### src/design/hlpt_pkg.sv
package hlpt_pkg;

  // table geometry, slot count is a power of two
  localparam int SLOT_W      = 8;
  localparam int TABLE_SLOTS = 1 << SLOT_W;

  localparam int MODE_W   = 3;
  localparam int KEY_W    = 64;
  localparam int SITE_W   = 64;
  localparam int LINE_W   = 31;
  localparam int SEL_W    = 8;
  localparam int STATUS_W = 3;
  localparam int IDX_W    = 8;

  localparam int HASH_SHIFT_A = 8;
  localparam int HASH_SHIFT_B = 16;

  // operation codes
  localparam logic [MODE_W-1:0] MODE_BEGIN_WAIT = 3'd0;
  localparam logic [MODE_W-1:0] MODE_END_WAIT   = 3'd1;
  localparam logic [MODE_W-1:0] MODE_TRY_RESULT = 3'd2;
  localparam logic [MODE_W-1:0] MODE_RELEASE    = 3'd3;
  localparam logic [MODE_W-1:0] MODE_READ_SLOT  = 3'd4;

  // status codes
  localparam logic [STATUS_W-1:0] STATUS_OK       = 3'd0;
  localparam logic [STATUS_W-1:0] STATUS_BUSY     = 3'd1;
  localparam logic [STATUS_W-1:0] STATUS_MISMATCH = 3'd2;
  localparam logic [STATUS_W-1:0] STATUS_FULL     = 3'd3;
  localparam logic [STATUS_W-1:0] STATUS_MISSING  = 3'd4;

  typedef logic [SLOT_W-1:0] slot_t;

  typedef struct packed {
    logic [MODE_W-1:0] mode;
    logic [KEY_W-1:0]  lock_id;
    logic [SITE_W-1:0] site_tag;
    logic [LINE_W-1:0] line_number;
    logic              success;
    logic [SEL_W-1:0]  slot_select;
  } hlpt_item_t;

  typedef struct packed {
    logic [STATUS_W-1:0] status;
    logic [IDX_W-1:0]    slot_index;
    logic                entry_used;
    logic [KEY_W-1:0]    entry_lock_id;
    logic [SITE_W-1:0]   entry_site;
    logic [LINE_W-1:0]   entry_line;
    logic                is_waiting;
    logic [KEY_W-1:0]    wait_lock_id;
    logic [SITE_W-1:0]   wait_site;
    logic [LINE_W-1:0]   wait_line;
  } hlpt_res_t;

  // controller to datapath
  typedef struct packed {
    logic load_item;
    logic exec;
    logic probe;
    logic clear;
    logic finish;
  } hlpt_cmd_t;

  // datapath to controller
  typedef struct packed {
    logic need_probe;
    logic probe_done;
    logic clear_last;
    logic out_free;
  } hlpt_sts_t;

  typedef enum logic [2:0] {
    ST_CLEAR,
    ST_IDLE,
    ST_EXEC,
    ST_PROBE,
    ST_DONE
  } hlpt_state_e;

  function automatic slot_t home_slot(logic [KEY_W-1:0] key);
    logic [KEY_W-1:0] h;
    h = key ^ (key >> HASH_SHIFT_A) ^ (key >> HASH_SHIFT_B);
    return h[SLOT_W-1:0];
  endfunction

  function automatic slot_t sel_to_slot(logic [SEL_W-1:0] sel);
    logic [SEL_W+SLOT_W-1:0] w;
    w = {{SLOT_W{1'b0}}, sel};
    return w[SLOT_W-1:0];
  endfunction

  function automatic logic [IDX_W-1:0] slot_to_index(slot_t s);
    logic [SLOT_W+IDX_W-1:0] w;
    w = {{IDX_W{1'b0}}, s};
    return w[IDX_W-1:0];
  endfunction

endpackage

### src/design/hlpt_ctrl.sv
module hlpt_ctrl import hlpt_pkg::*; (
  input  logic      clk_i,
  input  logic      rst_ni,
  input  logic      in_valid_i,
  input  hlpt_sts_t sts_i,
  output logic      in_ready_o,
  output hlpt_cmd_t cmd_o
);

  hlpt_state_e state_q;
  hlpt_state_e state_d;

  always_ff @(posedge clk_i or negedge rst_ni) begin
    if (!rst_ni) begin
      state_q <= ST_CLEAR;
    end else begin
      state_q <= state_d;
    end
  end

  always_comb begin
    state_d    = state_q;
    cmd_o      = '0;
    in_ready_o = 1'b0;
    unique case (state_q)
      ST_CLEAR: begin
        cmd_o.clear = 1'b1;
        if (sts_i.clear_last) begin
          state_d = ST_IDLE;
        end
      end
      ST_IDLE: begin
        in_ready_o = 1'b1;
        if (in_valid_i) begin
          cmd_o.load_item = 1'b1;
          state_d         = ST_EXEC;
        end
      end
      ST_EXEC: begin
        cmd_o.exec = 1'b1;
        state_d    = sts_i.need_probe ? ST_PROBE : ST_DONE;
      end
      ST_PROBE: begin
        cmd_o.probe = 1'b1;
        if (sts_i.probe_done) begin
          state_d = ST_DONE;
        end
      end
      ST_DONE: begin
        if (sts_i.out_free) begin
          cmd_o.finish = 1'b1;
          state_d      = ST_IDLE;
        end
      end
      default: begin
        state_d = ST_IDLE;
      end
    endcase
  end

endmodule

### config.mk
export PLATFORM = sky130hd
export DESIGN_NAME = hlpt_ctrl
export DESIGN_NICKNAME = d
export VERILOG_FILES = /design/src/design/hlpt_pkg.sv /design/src/design/hlpt_ctrl.sv
export SDC_FILE = /design/constraint.sdc
export NUM_CORES = 1
export LEC_CHECK = 0
export ABC_CLOCK_PERIOD_IN_PS = 2400
export BUFFER_PORTS_ARGS = -buffer_cell sky130_fd_sc_hd__buf_4
export CAP_MARGIN = 30
export CORE_AREA = 4 4 41 43
export DETAILED_ROUTE_END_ITERATION = 10
export DIE_AREA = 0 0 45 47
export MAX_ROUTING_LAYER = met4
export PLACE_DENSITY_LB_ADDON = 0.3
export SYNTH_ARGS = -nofsm -noshare
export SYNTH_HDL_FRONTEND = slang
export SYNTH_SLANG_ARGS = --single-unit
### constraint.sdc
create_clock -name clk_i -period 2.4 [get_ports clk_i]
set_input_delay 0.24 -clock clk_i [delete_from_list [all_inputs] [get_ports clk_i]]
set_output_delay 0.24 -clock clk_i [all_outputs]
set_load 0.1 [all_outputs]
# After elaboration in Yosys (flattened, before gate mapping)

Index checks and enable logic that the tools add are counted.
W data, S select, Z words.

Reductions and logical operators: 2
Multiplexer cells: 14
Eq/ne operators: 8

Operator list:

| cell                 | number |
|---|---|
| $mux W3              | 5 |
| $pmux W3 S5          | 1 |
| $mux W1              | 8 |
| $ne A2 B2 Y1 const B | 4 |
| $eq A3 B2 Y1 const B | 2 |
| $reduce_and A4 Y1    | 1 |
| $eq A3 B1 Y1 const B | 1 |
| $eq A3 B3 Y1 const B | 1 |
| $logic_not A3 Y1     | 1 |

Input bits: 7
Register bits after elaboration: 3
Output and inout port bits: 6

# Longest topological paths before layout

Depth in word-level cells: 3
Mapped depth: 4
Gate-level depth less buffers: 3

# Worst setup path after synthesis

No wires, ideal clock.

Path type: reg-to-output
Start: register state_q[1]
End: output port cmd_o[0] (netlist bit)
Data arrival time: 3685 ps
Path slack: -1525 ps
Stages on the path, launching flop included: 3
Data required time: 2160 ps
Path through: dfrtp_1 -> buf_6 -> nor4b_1

RTL lines:

| what                     | line            | source |
|---|---|---|
| start: declaration       | hlpt_ctrl.sv:10 | `hlpt_state_e state_q;` |
| start signal: assignment | hlpt_ctrl.sv:17 | `state_q <= state_d;` |
| end: declaration         | hlpt_ctrl.sv:7  | `output hlpt_cmd_t cmd_o` |

==> flow_metrics.py <==
metrics = {
    "status": {
        "outcome": "completed",
    },
    "logic_synthesis": {
        "synth-compound-area-share_pct": 13.1,
        "synth-xor-area-share_pct": 0,
        "synth_mux_area_share_pct": 4.04,
        "post_synth_inst_count": 27,
        "synth_top_family_by_area": "simple AND/OR/NAND/NOR gates",
        "synth_nets": 34,
        "ys_ff_latch": 3,
        "synthAdderAreaFrac_pct": 0,
        "ys_types": 19,
        "synthSimpleGateAreaFrac_pct": 43.4,
        "ys_warn_count": 0,
        "seq_area_frac_synth_pct": 30.3,
        "syn_avg_cell_area_um2": 9.18,
        "syn_area_um2": 248,
    },
    "worst_setup_path": {
        "reg2reg_depth": 3,
        "crit_slowest_cell": "dfrtp_1",
        "cp.arrival_ps": 1530,
        "crit_family": "flip-flops",
        "path_buf_inv": 1,
        "cpPeakStageDelay_ps": 600,
        "crit_path_end_kind": "output pin",
        "worstPathMaxFanout": 12,
        "worstSetupPathType": "reg -> out",
        "cp-start-kind": "flop",
        "crit_cells": 3,
        "critical_path_required_ps": 2160,
        "path_cells": "nor3b_4 -> and2_2 -> buf_4",
    },
    "sta": {
        "min_period_ps": 1770,
        "post-route-period-util_pct": 73.9,
        "finClkSkew_ps": 1.94,
        "slew_headroom_pct": 68.2,
        "worst_pin_slew_ps": 477,
        "hold_violations": 0,
        "setup_viol": 0,
        "slew_violations": 0,
        "fmax_mhz": 564,
        "layout_setup_ws_ps": 626,
        "rsz0062_at_grt": "no",
    },
    "cts": {
        "cts_tree": "done",
        "clockBufferDepth": 2,
        "cts_num_sinks": 3,
        "cts-root-buf": "clkbuf_4",
        "cts_setup_buffers": 0,
        "clkTransAtPathRegs_ps": 40,
        "clock_latency_ps": 230,
        "numCtsBuffers": 3,
        "ctsResizeCount": 0,
        "cts_max_level": 1,
        "postCtsHoldBufs": 1,
    },
    "route": {
        "wl_per_cell_um": 11.0,
        "drt_pass1_iterations": 4,
        "antenna_left": 0,
        "viasPerCell": 4.37,
        "num_vias": 249,
        "drcViolationCount": 0,
        "drt_iter0_markers": 12,
        "wl_um": 626,
    },
    "final_layout": {
        "layout_commonest_cell": "buf_4",
        "top_regs": "state_q: 3 flops",
        "layout_common_cells": "12 x buf_4, 3 x nor2_1, 3 x clkbuf_4, 3 x dfrtp_1",
        "finalNetCount": 50,
        "fillers": 153,
        "diodes": 0,
        "regMostFlops": "state_q",
        "area.growth.synth_to_final_pct": 58.6,
        "largest_register_ffs": 3,
        "drive_above_1_share_pct": 47.6,
    },
    "floorplanning": {
        "die-area_um2": 2120,
        "initial_core_util_pct": 19.0,
        "core_um2": 1300,
        "die_h_um": 47,
        "fp.dieW_um": 45,
        "rows": 13,
        "ios": 13,
    },
    "global_route": {
        "grt_pass1_vias": 238,
        "grt_max_degree": 13,
        "antenna_found_initial": 0,
        "grt_usage_pct": 7.43,
        "grt_first_pass_wirelength_mm": 1.06,
        "grt-ovfl-total": 0,
    },
    "place": {
        "routabilityCongestion": 0.749,
        "numPortBuffers": 12,
        "pre_cts_ws_ps": 855,
        "hpwl_um": 490,
    },
    "min_path": {
        "hold_path_depth": 3,
        "min_path_type": "in -> reg",
    },
    "job": {
        "max_cap_viol_count": 0,
    },
}
==> Yosys cell counts <==
cell type,count,area [um2]
a21oi_1,2,10.0
a32o_1,1,10.0
and2_1,1,6.26
and3_1,1,6.26
buf_4,1,7.51
buf_6,1,11.3
dfrtp_1,3,75.1
inv_1,1,3.75
mux2i_1,1,10.0
nand2_1,2,7.51
nand3b_1,2,15.0
nor2_1,3,11.3
nor2b_1,1,6.26
nor3_1,2,10.0
nor3b_2,1,12.5
nor4b_1,1,8.76
nor4b_4,1,23.8
o21ai_1,1,5.00
o21bai_1,1,7.51
==> worst reg2reg max path: cells and delay by family (launching register included) <==
kind             cells  cell delay, ps
AO/OA/AOI/OAI        1             210
AND/OR/NAND/NOR      2             440
flip-flops           1             540
==> logic make-up after synthesis <==
group,after synthesis
mux,1
buf+inv,3
flops,3
simple gates,15
compound gates,5
==> per-layer routing <==
| metal | vias up | part of all wire [%] | global-route usage (%) |
|---|---|---|---|
| li1 | 128 | - | - |
| met1 | 110 | 46 | 9.57 |
| met2 | 11 | 42 | 9.60 |
| met3 | 0 | 12 | 4.60 |
| met4 | 0 | 0 | 1.75 |
| met5 | - | 0 | - |
==> worst paths after layout <==
check	to	startpoint	slack (ps)
max	cmd_o[4]	state_q[0]	630
min	state_q[2]	sts_i[2]	300
max reg2reg	state_q[0]	state_q[1]	1090
min reg2reg	state_q[1]	state_q[2]	570
max in group asynchronous	state_q[2]	rst_ni	1970
min in group asynchronous	state_q[0]	rst_ni	330
==> per-stage QoR <==
stage	TNS, ps	std cells	instance area, um2	util (%)	hold WS, ps
floorplan	-167	27	267	-	-55.6
global placement	0	52	357	27.4	30.1
detailed placement	0	52	357	27.4	33.3
CTS	0	57	393	30.2	302
global route	0	57	393	30.2	341
finish	0	57	393	30.2	305
==> area by class of cell <==
cell class	instances	area, um2	area share, %
Sequential cell	3	75.1	19.1
Multi-Input combinational cell	21	169	43.0
Tap cell	15	18.8	4.78
Clock buffer	4	26.3	6.69
Inverter	1	3.75	0.955
Timing Repair Buffer	13	100	25.5
Power is not shown: default switching activity piles up to over one toggle a cycle in this logic, so the estimate is an artifact.
